--- config.mk ---
export PLATFORM = sky130hd
export DESIGN_NAME = frame_number_wall_clock_core
export DESIGN_NICKNAME = d
export VERILOG_FILES = /design/src/hw/rtl/fnwc_pkg.sv /design/src/hw/rtl/fnwc_front.sv /design/src/hw/rtl/fnwc_div.sv /design/src/hw/rtl/fnwc_back.sv /design/src/hw/rtl/frame_number_wall_clock_core.sv
export SDC_FILE = /design/constraint.sdc
export NUM_CORES = 2
export LEC_CHECK = 0
export ABC_AREA = 1
export BUFFER_PORTS_ARGS = -buffer_cell sky130_fd_sc_hd__buf_2
export CORE_MARGIN = 4
export CORE_UTILIZATION = 58
export CTS_CLUSTER_DIAMETER = 80
export CTS_CLUSTER_SIZE = 12
export DETAILED_ROUTE_END_ITERATION = 10
export PLACE_DENSITY = 0.78
export SYNTH_ARGS = -nofsm -noshare
export SYNTH_HDL_FRONTEND = slang
export SYNTH_HIERARCHICAL = 1
export SYNTH_SLANG_ARGS = --single-unit
--- constraint.sdc ---
create_clock -name clk -period 4.53 [get_ports clk]
set_input_delay 0.2265 -clock clk [delete_from_list [all_inputs] [get_ports clk]]
set_output_delay 0.2265 -clock clk [all_outputs]
set_load 0.02 [all_outputs]
--- src/hw/rtl/fnwc_pkg.sv ---
// ----------------------------------------------------------------------------
// fnwc_pkg: shared types and constants for the frame number wall clock
// codes, field structs and the queue word between front and back
// ----------------------------------------------------------------------------
package fnwc_pkg;

	localparam int unsigned FRAMES_PER_SECOND = 100;
	localparam int unsigned FRAME_MASK        = 1023;
	localparam int unsigned ENABLE_BIT        = 0;
	localparam int unsigned CLOCK_SCALE       = 100;
	localparam int unsigned QDEPTH            = 2;
	localparam int unsigned QAW               = $clog2(QDEPTH);

	typedef enum logic [2:0] {
		FN_TICK = 3'd0, FN_WR = 3'd1, FN_RD = 3'd2, FN_SETF = 3'd3,
		FN_GETF = 3'd4, FN_SETR = 3'd5, FN_GETR = 3'd6, FN_BAD = 3'd7
	} func_t;

	typedef enum logic [2:0] {
		RG_CTRL = 3'd0, RG_PULSE = 3'd1, RG_SNAP = 3'd2, RG_CLOCK = 3'd3,
		RG_BT0 = 3'd4, RG_BT1 = 3'd5, RG_BAD6 = 3'd6, RG_BAD7 = 3'd7
	} reg_t;

	localparam logic [1:0] ST_OK    = 2'd0;
	localparam logic [1:0] ST_INVAL = 2'd1;
	localparam logic [1:0] ST_IO    = 2'd2;
	localparam logic [1:0] ST_NOREF = 2'd3;

	localparam logic CFG_PERIOD = 1'b0;
	localparam logic CFG_RATE   = 1'b1;

	typedef struct packed {
		logic [2:0]  func;
		logic [2:0]  reg_index;
		logic [31:0] write_data;
		logic [15:0] frame_value;
	} in_t;

	typedef struct packed {
		logic [31:0] read_data;
		logic [1:0]  status;
	} out_t;

	// classified command handed from front to back
	typedef struct packed {
		func_t       func;
		reg_t        idx;
		logic [31:0] data;
		logic [15:0] frame;
		logic        frame_ok;
	} cmd_t;

endpackage

--- src/hw/rtl/fnwc_front.sv ---
// ----------------------------------------------------------------------------
// fnwc_front: input stage and command queue
// classifies each transfer and buffers it for the back part
// ----------------------------------------------------------------------------
module fnwc_front (
	input  logic            clk,
	input  logic            arst_n,
	input  logic            push,
	output logic            full,
	input  fnwc_pkg::in_t   din,
	output logic            cmd_valid,
	input  logic            cmd_take,
	output fnwc_pkg::cmd_t  cmd
);

	fnwc_pkg::cmd_t                mem_q [fnwc_pkg::QDEPTH];
	logic [fnwc_pkg::QAW-1:0]      wp_q, rp_q;
	logic [fnwc_pkg::QAW:0]        cnt_q;
	fnwc_pkg::cmd_t                c;
	logic                          wr, rd;

	always_comb begin
		c.func     = fnwc_pkg::func_t'(din.func);
		c.idx      = fnwc_pkg::reg_t'(din.reg_index);
		c.data     = din.write_data;
		c.frame    = din.frame_value;
		c.frame_ok = ({16'd0, din.frame_value} <= 32'(fnwc_pkg::FRAME_MASK));
	end

	assign full      = (cnt_q == (fnwc_pkg::QAW+1)'(fnwc_pkg::QDEPTH));
	assign cmd_valid = (cnt_q != '0);
	assign cmd       = mem_q[rp_q];
	assign wr        = push && !full;
	assign rd        = cmd_take && cmd_valid;

	always_ff @(posedge clk) begin
		if (wr) mem_q[wp_q] <= c;
	end

	always_ff @(posedge clk or negedge arst_n) begin
		if (!arst_n) begin
			wp_q  <= '0;
			rp_q  <= '0;
			cnt_q <= '0;
		end else begin
			if (wr) wp_q <= wp_q + 1'b1;
			if (rd) rp_q <= rp_q + 1'b1;
			cnt_q <= cnt_q + (fnwc_pkg::QAW+1)'(wr) - (fnwc_pkg::QAW+1)'(rd);
		end
	end

	a_cnt: assert property (@(posedge clk) disable iff (!arst_n)
		cnt_q <= (fnwc_pkg::QAW+1)'(fnwc_pkg::QDEPTH))
		else $error("queue count overflow");
	a_inc: assert property (@(posedge clk) disable iff (!arst_n)
		(wr && !rd) |=> cnt_q == $past(cnt_q) + 1'b1)
		else $error("queue count did not grow");
	a_dec: assert property (@(posedge clk) disable iff (!arst_n)
		(rd && !wr) |=> cnt_q == $past(cnt_q) - 1'b1)
		else $error("queue count did not shrink");

endmodule

--- src/hw/rtl/fnwc_div.sv ---
// ----------------------------------------------------------------------------
// fnwc_div: radix-2 restoring divider, 39-bit dividend by 30-bit divisor
// one quotient bit per cycle
// ----------------------------------------------------------------------------
module fnwc_div (
	input  logic        clk,
	input  logic        arst_n,
	input  logic        start,
	input  logic [38:0] dividend,
	input  logic [29:0] divisor,
	output logic        busy,
	output logic        done,
	output logic [31:0] quotient
);

	logic [38:0] q_q;
	logic [30:0] r_q;
	logic [29:0] d_q;
	logic [5:0]  n_q;
	logic [30:0] sh;
	logic [31:0] diff;

	assign sh       = {r_q[29:0], q_q[38]};
	assign diff     = {1'b0, sh} - {2'b0, d_q};
	assign quotient = q_q[31:0];

	always_ff @(posedge clk) begin
		if (start) begin
			q_q <= dividend;
			r_q <= '0;
			d_q <= divisor;
		end else if (busy) begin
			if (!diff[31]) begin
				r_q <= diff[30:0];
				q_q <= {q_q[37:0], 1'b1};
			end else begin
				r_q <= sh;
				q_q <= {q_q[37:0], 1'b0};
			end
		end
	end

	always_ff @(posedge clk or negedge arst_n) begin
		if (!arst_n) begin
			busy <= 1'b0;
			done <= 1'b0;
			n_q  <= '0;
		end else begin
			done <= 1'b0;
			if (start) begin
				busy <= 1'b1;
				n_q  <= 6'd38;
			end else if (busy) begin
				n_q <= n_q - 1'b1;
				if (n_q == '0) begin
					busy <= 1'b0;
					done <= 1'b1;
				end
			end
		end
	end

endmodule

--- src/hw/rtl/fnwc_back.sv ---
// ----------------------------------------------------------------------------
// fnwc_back: executes commands against the counter and register state
// holds one result in an output register
// ----------------------------------------------------------------------------
module fnwc_back (
	input  logic            clk,
	input  logic            arst_n,
	input  logic            cmd_valid,
	output logic            cmd_take,
	input  fnwc_pkg::cmd_t  cmd,
	input  logic            cfg_we,
	input  logic            cfg_idx,
	input  logic [29:0]     cfg_data,
	output logic            empty,
	input  logic            pop,
	output fnwc_pkg::out_t  dout
);

	typedef enum logic [2:0] {S_IDLE, S_LIM, S_MUL, S_DIV, S_SUM} state_t;

	state_t       st_q;
	logic [7:0]   period_q;
	logic [29:0]  rate_q;
	logic         en_q, refv_q;
	logic [31:0]  ctrl_q, pulse_q, clk_q, snap_q, bt0_q, bt1_q;
	logic [15:0]  ref_q;
	logic [37:0]  lim_q;
	logic [38:0]  scaled_q;
	logic [31:0]  base_q;
	logic         rvalid_q;
	fnwc_pkg::out_t res_q;
	logic         dstart, dbusy, ddone;
	logic [31:0]  quo;
	logic         slot, go;
	logic [32:0]  nxt;
	logic [31:0]  emask;

	assign emask    = 32'd1 << fnwc_pkg::ENABLE_BIT;
	assign slot     = !rvalid_q || pop;
	assign go       = (st_q == S_IDLE) && cmd_valid && slot;
	assign cmd_take = go && !(cmd.func == fnwc_pkg::FN_TICK && en_q) &&
		!(cmd.func == fnwc_pkg::FN_GETF && en_q && refv_q) ||
		(st_q == S_LIM) || (st_q == S_SUM);
	assign empty    = !rvalid_q;
	assign dout     = res_q;
	assign nxt      = {1'b0, clk_q} + 33'd1;
	assign dstart   = (st_q == S_MUL) && (rate_q != '0);

	fnwc_div u_div (
		.clk(clk), .arst_n(arst_n), .start(dstart),
		.dividend(scaled_q), .divisor(rate_q),
		.busy(dbusy), .done(ddone), .quotient(quo)
	);

	always_ff @(posedge clk or negedge arst_n) begin
		if (!arst_n) begin
			st_q     <= S_IDLE;
			period_q <= 8'd1;
			rate_q   <= 30'd19200000;
			en_q     <= 1'b0;
			refv_q   <= 1'b0;
			ctrl_q   <= '0;
			pulse_q  <= '0;
			clk_q    <= '0;
			snap_q   <= '0;
			bt0_q    <= '0;
			bt1_q    <= '0;
			ref_q    <= '0;
			rvalid_q <= 1'b0;
			lim_q    <= '0;
			scaled_q <= '0;
			base_q   <= '0;
			res_q    <= '0;
		end else begin
			if (cfg_we) begin
				if (cfg_idx == fnwc_pkg::CFG_PERIOD) period_q <= cfg_data[7:0];
				else rate_q <= cfg_data;
			end
			if (pop && rvalid_q) rvalid_q <= 1'b0;
			case (st_q)
				S_IDLE: begin
					if (go) begin
						res_q <= '{read_data: '0, status: fnwc_pkg::ST_OK};
						rvalid_q <= 1'b1;
						case (cmd.func)
							fnwc_pkg::FN_TICK: begin
								if (en_q) begin
									rvalid_q <= 1'b0;
									lim_q <= 38'(period_q * rate_q);
									st_q  <= S_LIM;
								end
							end
							fnwc_pkg::FN_WR: begin
								case (cmd.idx)
									fnwc_pkg::RG_CTRL: begin
										if ((cmd.data & emask) != '0) begin
											if (!en_q) begin
												pulse_q <= '0;
												clk_q   <= '0;
												snap_q  <= '0;
												en_q    <= 1'b1;
											end
										end else en_q <= 1'b0;
										ctrl_q <= cmd.data;
									end
									fnwc_pkg::RG_PULSE: pulse_q <= cmd.data;
									fnwc_pkg::RG_SNAP: res_q.status <= fnwc_pkg::ST_IO;
									fnwc_pkg::RG_CLOCK: begin
										clk_q  <= cmd.data;
										snap_q <= cmd.data;
									end
									fnwc_pkg::RG_BT0: bt0_q <= cmd.data;
									fnwc_pkg::RG_BT1: bt1_q <= cmd.data;
									default: res_q.status <= fnwc_pkg::ST_INVAL;
								endcase
							end
							fnwc_pkg::FN_RD: begin
								case (cmd.idx)
									fnwc_pkg::RG_CTRL:  res_q.read_data <= ctrl_q;
									fnwc_pkg::RG_PULSE: res_q.read_data <= pulse_q;
									fnwc_pkg::RG_SNAP:  res_q.read_data <= snap_q;
									fnwc_pkg::RG_CLOCK: res_q.read_data <= clk_q;
									fnwc_pkg::RG_BT0:   res_q.read_data <= bt0_q;
									fnwc_pkg::RG_BT1:   res_q.read_data <= bt1_q;
									default: res_q.status <= fnwc_pkg::ST_INVAL;
								endcase
							end
							fnwc_pkg::FN_SETF: begin
								if (!cmd.frame_ok) res_q.status <= fnwc_pkg::ST_INVAL;
								else begin
									ref_q   <= cmd.frame;
									refv_q  <= 1'b1;
									pulse_q <= '0;
									clk_q   <= '0;
									snap_q  <= '0;
									en_q    <= 1'b1;
									ctrl_q  <= ctrl_q | emask;
								end
							end
							fnwc_pkg::FN_GETF: begin
								if (!en_q || !refv_q) res_q.status <= fnwc_pkg::ST_IO;
								else begin
									rvalid_q <= 1'b0;
									base_q   <= 32'(fnwc_pkg::FRAMES_PER_SECOND) * pulse_q;
									scaled_q <= 39'(clk_q * 7'(fnwc_pkg::CLOCK_SCALE));
									st_q     <= S_MUL;
								end
							end
							fnwc_pkg::FN_SETR: begin
								if (!cmd.frame_ok) res_q.status <= fnwc_pkg::ST_INVAL;
								else begin
									ref_q  <= cmd.frame;
									refv_q <= 1'b1;
								end
							end
							fnwc_pkg::FN_GETR: begin
								if (!refv_q) res_q.status <= fnwc_pkg::ST_NOREF;
								else res_q.read_data <= {16'd0, ref_q};
							end
							default: res_q.status <= fnwc_pkg::ST_INVAL;
						endcase
					end
				end
				S_LIM: begin
					if ({5'd0, nxt} >= lim_q) begin
						clk_q   <= '0;
						snap_q  <= '0;
						pulse_q <= pulse_q + 32'd1;
					end else begin
						clk_q  <= nxt[31:0];
						snap_q <= nxt[31:0];
					end
					rvalid_q <= 1'b1;
					st_q     <= S_IDLE;
				end
				S_MUL: begin
					base_q <= base_q * {24'd0, period_q};
					if (rate_q == '0) st_q <= S_SUM;
					else st_q <= S_DIV;
				end
				S_DIV: begin
					if (ddone) st_q <= S_SUM;
				end
				S_SUM: begin
					res_q.read_data <= (base_q + ((rate_q == '0) ? 32'd0 : quo) +
						{16'd0, ref_q}) & 32'(fnwc_pkg::FRAME_MASK);
					res_q.status <= fnwc_pkg::ST_OK;
					rvalid_q <= 1'b1;
					st_q     <= S_IDLE;
				end
				default: st_q <= S_IDLE;
			endcase
		end
	end

	a_busy: assert property (@(posedge clk) disable iff (!arst_n)
		dbusy |-> st_q == S_DIV)
		else $error("divider running outside divide state");
	a_hold: assert property (@(posedge clk) disable iff (!arst_n)
		(rvalid_q && !pop) |=> rvalid_q && $stable(res_q))
		else $error("pending result lost");
	a_idle: assert property (@(posedge clk) disable iff (!arst_n)
		(st_q != S_IDLE) |-> !go)
		else $error("command started while busy");

endmodule

--- src/hw/rtl/frame_number_wall_clock_core.sv ---
// ----------------------------------------------------------------------------
// frame_number_wall_clock_core: wall-clock counter with register block
// front queue takes commands, back part runs counts, registers and frame math
// ----------------------------------------------------------------------------
// channel  | handshake    | payload
// input    | push / full  | din  (func, reg_index, write_data, frame_value)
// result   | pop / empty  | dout (read_data, status)
// config   | cfg_we       | cfg_index, cfg_data (0 period, 1 rate)
//
// most commands finish in the back part's idle state; an enabled tick goes
// through the limit product, then the compare, and a get frame through the
// multiplies, then the serial divider, one quotient bit per cycle over 39 bits
// the two-entry queue keeps taking transfers while the back part is busy
// a result waits in the output register until popped; the back part stalls
// asynchronous active-low reset restores counters and register block defaults
// ----------------------------------------------------------------------------
module frame_number_wall_clock_core (
	input  logic            clk,
	input  logic            arst_n,
	input  logic            push,
	output logic            full,
	input  fnwc_pkg::in_t   din,
	output logic            empty,
	input  logic            pop,
	output fnwc_pkg::out_t  dout,
	input  logic            cfg_we,
	input  logic            cfg_index,
	input  logic [29:0]     cfg_data
);

	// queue word between front and back
	fnwc_pkg::cmd_t cmd;
	logic           cmd_valid, cmd_take;

	fnwc_front u_front (
		.clk(clk), .arst_n(arst_n), .push(push), .full(full), .din(din),
		.cmd_valid(cmd_valid), .cmd_take(cmd_take), .cmd(cmd)
	);

	fnwc_back u_back (
		.clk(clk), .arst_n(arst_n), .cmd_valid(cmd_valid), .cmd_take(cmd_take),
		.cmd(cmd), .cfg_we(cfg_we), .cfg_idx(cfg_index), .cfg_data(cfg_data),
		.empty(empty), .pop(pop), .dout(dout)
	);

endmodule

==> summary.txt <==
Worst hold path
  – Min-Delay Path Class: in -> reg
  – Hold wc startpoint: pop
  – Hold Path End: u_back/rvalid_q
  – Hold path depth: 3

CTS
  – CTS Buf Count: 56
  – CTS tree: built
  – CTS root buf: clkbuf_16
  – # H-tree levels: 2
  – Reg clk slew, reported paths: 70 ps
  – Worst-Skew Late Latency: 670 ps
  – Clk buf depth: 3
  – Clock sinks: 559

Timing
  – Final Cycle Share: 105%
  – Unrepaired setup endpoints after global routing: yes
  – Clk_skew: 53.5 ps
  – Final hold viol count: 0
  – Maximum clock frequency: 210 MHz
  – Setup slack after layout: -225 ps
  – Fin crit period: 4750 ps
  – Setup_tns: -2270 ps
  – Slew Limit Headroom: 20.2%
  – Endpoints failing setup: 25
  – Max Slew Vio Count: 0
  – Measured slew at the worst slew-check pin: 1190 ps

Drt
  – TritonRoute pass-1 iters: 8
  – Routed WL: 127000 um
  – WL/cell: 18.1 um
  – Iter 0 DRT Violations: 3853
  – Vias per cell: 5.52
  – DRC viols: 0
  – Vias: 38500
  – Post-DRT Antenna Nets: 0

Die
  – Num rows: 99
  – Die outline area: 0.0789 mm2
  – Die H: 281 um
  – I/O pin count: 126
  – Core Area: 0.0733 mm2
  – Die Span X: 281 um
  – Initial core utilization: 58.9%

GRT
  – Largest net degree at the start of global routing: 114
  – Total congestion overflow: 0
  – First-pass GRT wire length: 199000 um
  – M2 GR Usage: 51.5%
  – Vias in the first global route: 37500
  – GR peak layer: met2
  – GR Util All Layers: 31.4%
  – Met3 Track Usage GR: 5.11%
  – Initial antenna violation count: 1
  – Met1 usage: 42.6%

Final layout
  – Fin cells: 6984
  – Fill cell count: 5944
  – Diode count: 0
  – Nets: 6573
  – Finished Core Util: 67.7%
  – Synthesis-to-layout area growth: 15.0%
  – Share of layout cells above drive strength 1: 11.8%

Place
  – GPL Wtd Cong: 1.02
  – Dpl cells: 6783
  – Setup Slack @ Placement: -301 ps
  – DPL Wire Length: 93900 um
  – PortBufs: 125

Power and ir drop
  – Worst VDD drop: 0.000748 V
  – Pwr/cell area: 496 mW/mm2
  – Final Power: 24.6 mW
  – Static Leak: 26.4 nW

Setup path
  – RR Endpoint: u_back/lim_q[37]
  – CP Launch Type: register
  – Worst EP arrival: 5270 ps
  – Worst Path Max Fanout: 4
  – Setup CP Type: reg -> reg
  – R2R cell count: 22
  – CP endpoint kind: register
  – Worst EP required: 5050 ps
  – RR Startpoint: u_back/period_q[3]
  – R2r setup slk: -220 ps

Synthesis
  – Mapped Cells: 5695
  – Mapped cell area: 0.0432 mm2
  – Synth Warn #: 6
  – Syn avg cell area: 7.58 um2

Status
  – Failing checks: negative setup slack
  – Status: finished with violations

Flow run
  – MaxCap Viol Count: 0
==> worst max path at each step <==
stage / startpoint / to / depth (start not counted)
floorplan: u_back/period_q[5] / u_back/lim_q[16] / 18
global placement: u_back/period_q[7] / u_back/lim_q[36] / 20
detailed placement: u_back/period_q[7] / u_back/lim_q[36] / 20
CTS: u_back/period_q[4] / u_back/lim_q[32] / 19
global route: u_back/period_q[4] / u_back/lim_q[37] / 23
finish: u_back/period_q[3] / u_back/lim_q[37] / 22
==> critical path, stage by stage (launching register included) <==
cell and delay, ps:
dfrtp_2 490, buf_4 150, nand2_1 70, fa_1 490
fa_1 500, inv_1 70, fa_1 580, inv_1 80
fa_1 570, inv_1 90, ha_4 320, nand2_2 90
o21ai_0 290, buf_4 180, nand2_1 50, nand2_1 80
nand2_1 60, nand2_1 70, nand2_1 100, nand3_1 90
nand2_1 60, nand3_1 80, nand2_1 50
==> flip-flops by register name, indices dropped and copies added (netlist names), 3 cells and up <==
name and cells:
u_front/mem_q 110, u_back/scaled_q 37, u_back/lim_q 38, u_back/pulse_q 32, u_back/ctrl_q 31, u_back/base_q 10
u_back/u_div/d_q 30, u_back/rate_q 30, u_back/dout 34, u_back/st_q 3, u_back/bt1_q 32, u_back/u_div/q_q 39
u_back/bt0_q 32, u_back/snap_q 32, u_back/u_div/r_q 30, u_back/period_q 8, u_back/u_div/n_q 6, u_back/ref_q 16
==> routing by layer <==
metal  vias to the layer above  share of wire [%]
met4                         0                4.2
met5                         -                  0
met1                     18200                 41
li1                      18300                  -
met3                       318                8.2
met2                      1722                 47
==> area by class of cell <==
class                   instances  area, um2  area share [%]
multi-input cells            3806      24300            48.9
clock buffers                  85       1510            3.04
repair buffers                440       3470            6.98
well taps                     959       1200            2.42
flip-flops and latches        559      14800            29.7
clock inverters                11        196           0.396
inverters                    1124       4230            8.51
==> placed cells by master, fill, tap and decap left out, drive strengths merged, types with 10 or more instances in the layout <==
cell / count
nand2: 1703
inv: 1122
buf: 352
dfrtp: 341
nor2: 336
o21ai: 319
nand3: 314
ha: 264
fa: 232
a21oi: 211
edfxtp: 179
clkbuf: 87
dlygate4sd3: 86
xor2: 69
nor3: 51
nand4: 44
nand3b: 36
mux2: 35
xnor2: 34
dfxtp: 30
o22ai: 19
a31oi: 19
o211ai: 14
or2: 14
a221oi: 11
clkinv: 10
==> report_power, final <==
part | leakage, nW | switching [mW] | internal, mW
Sequential | 6.52 | 0.178 | 5.55
Combinational | 19.1 | 8.18 | 6.19
Clock | 0.811 | 2.08 | 2.44
Total | 26.4 | 10.4 | 14.2
==> per-stage QoR <==
| step | instance area, um2 | hold WS [ps] |
|---|---|---|
| final | 49600 | 65.4 |
| after CTS | 48900 | 38.1 |
| after global placement | 45800 | 271 |
| after global routing | 49600 | 28.3 |
| after floorplan | 43200 | -69.1 |
| after detailed placement | 45800 | 267 |
==> timing repair <==
item                                   CTS  global route
pin swaps                               24            60
hold buffers                            86             0
resized for setup                       95           169
setup buffers                            7            10
cloned                                   0             2
endpoints found under the hold margin  230             0
setup endpoints to repair               26            91
Note: power is estimated with default switching activity, not from simulation.
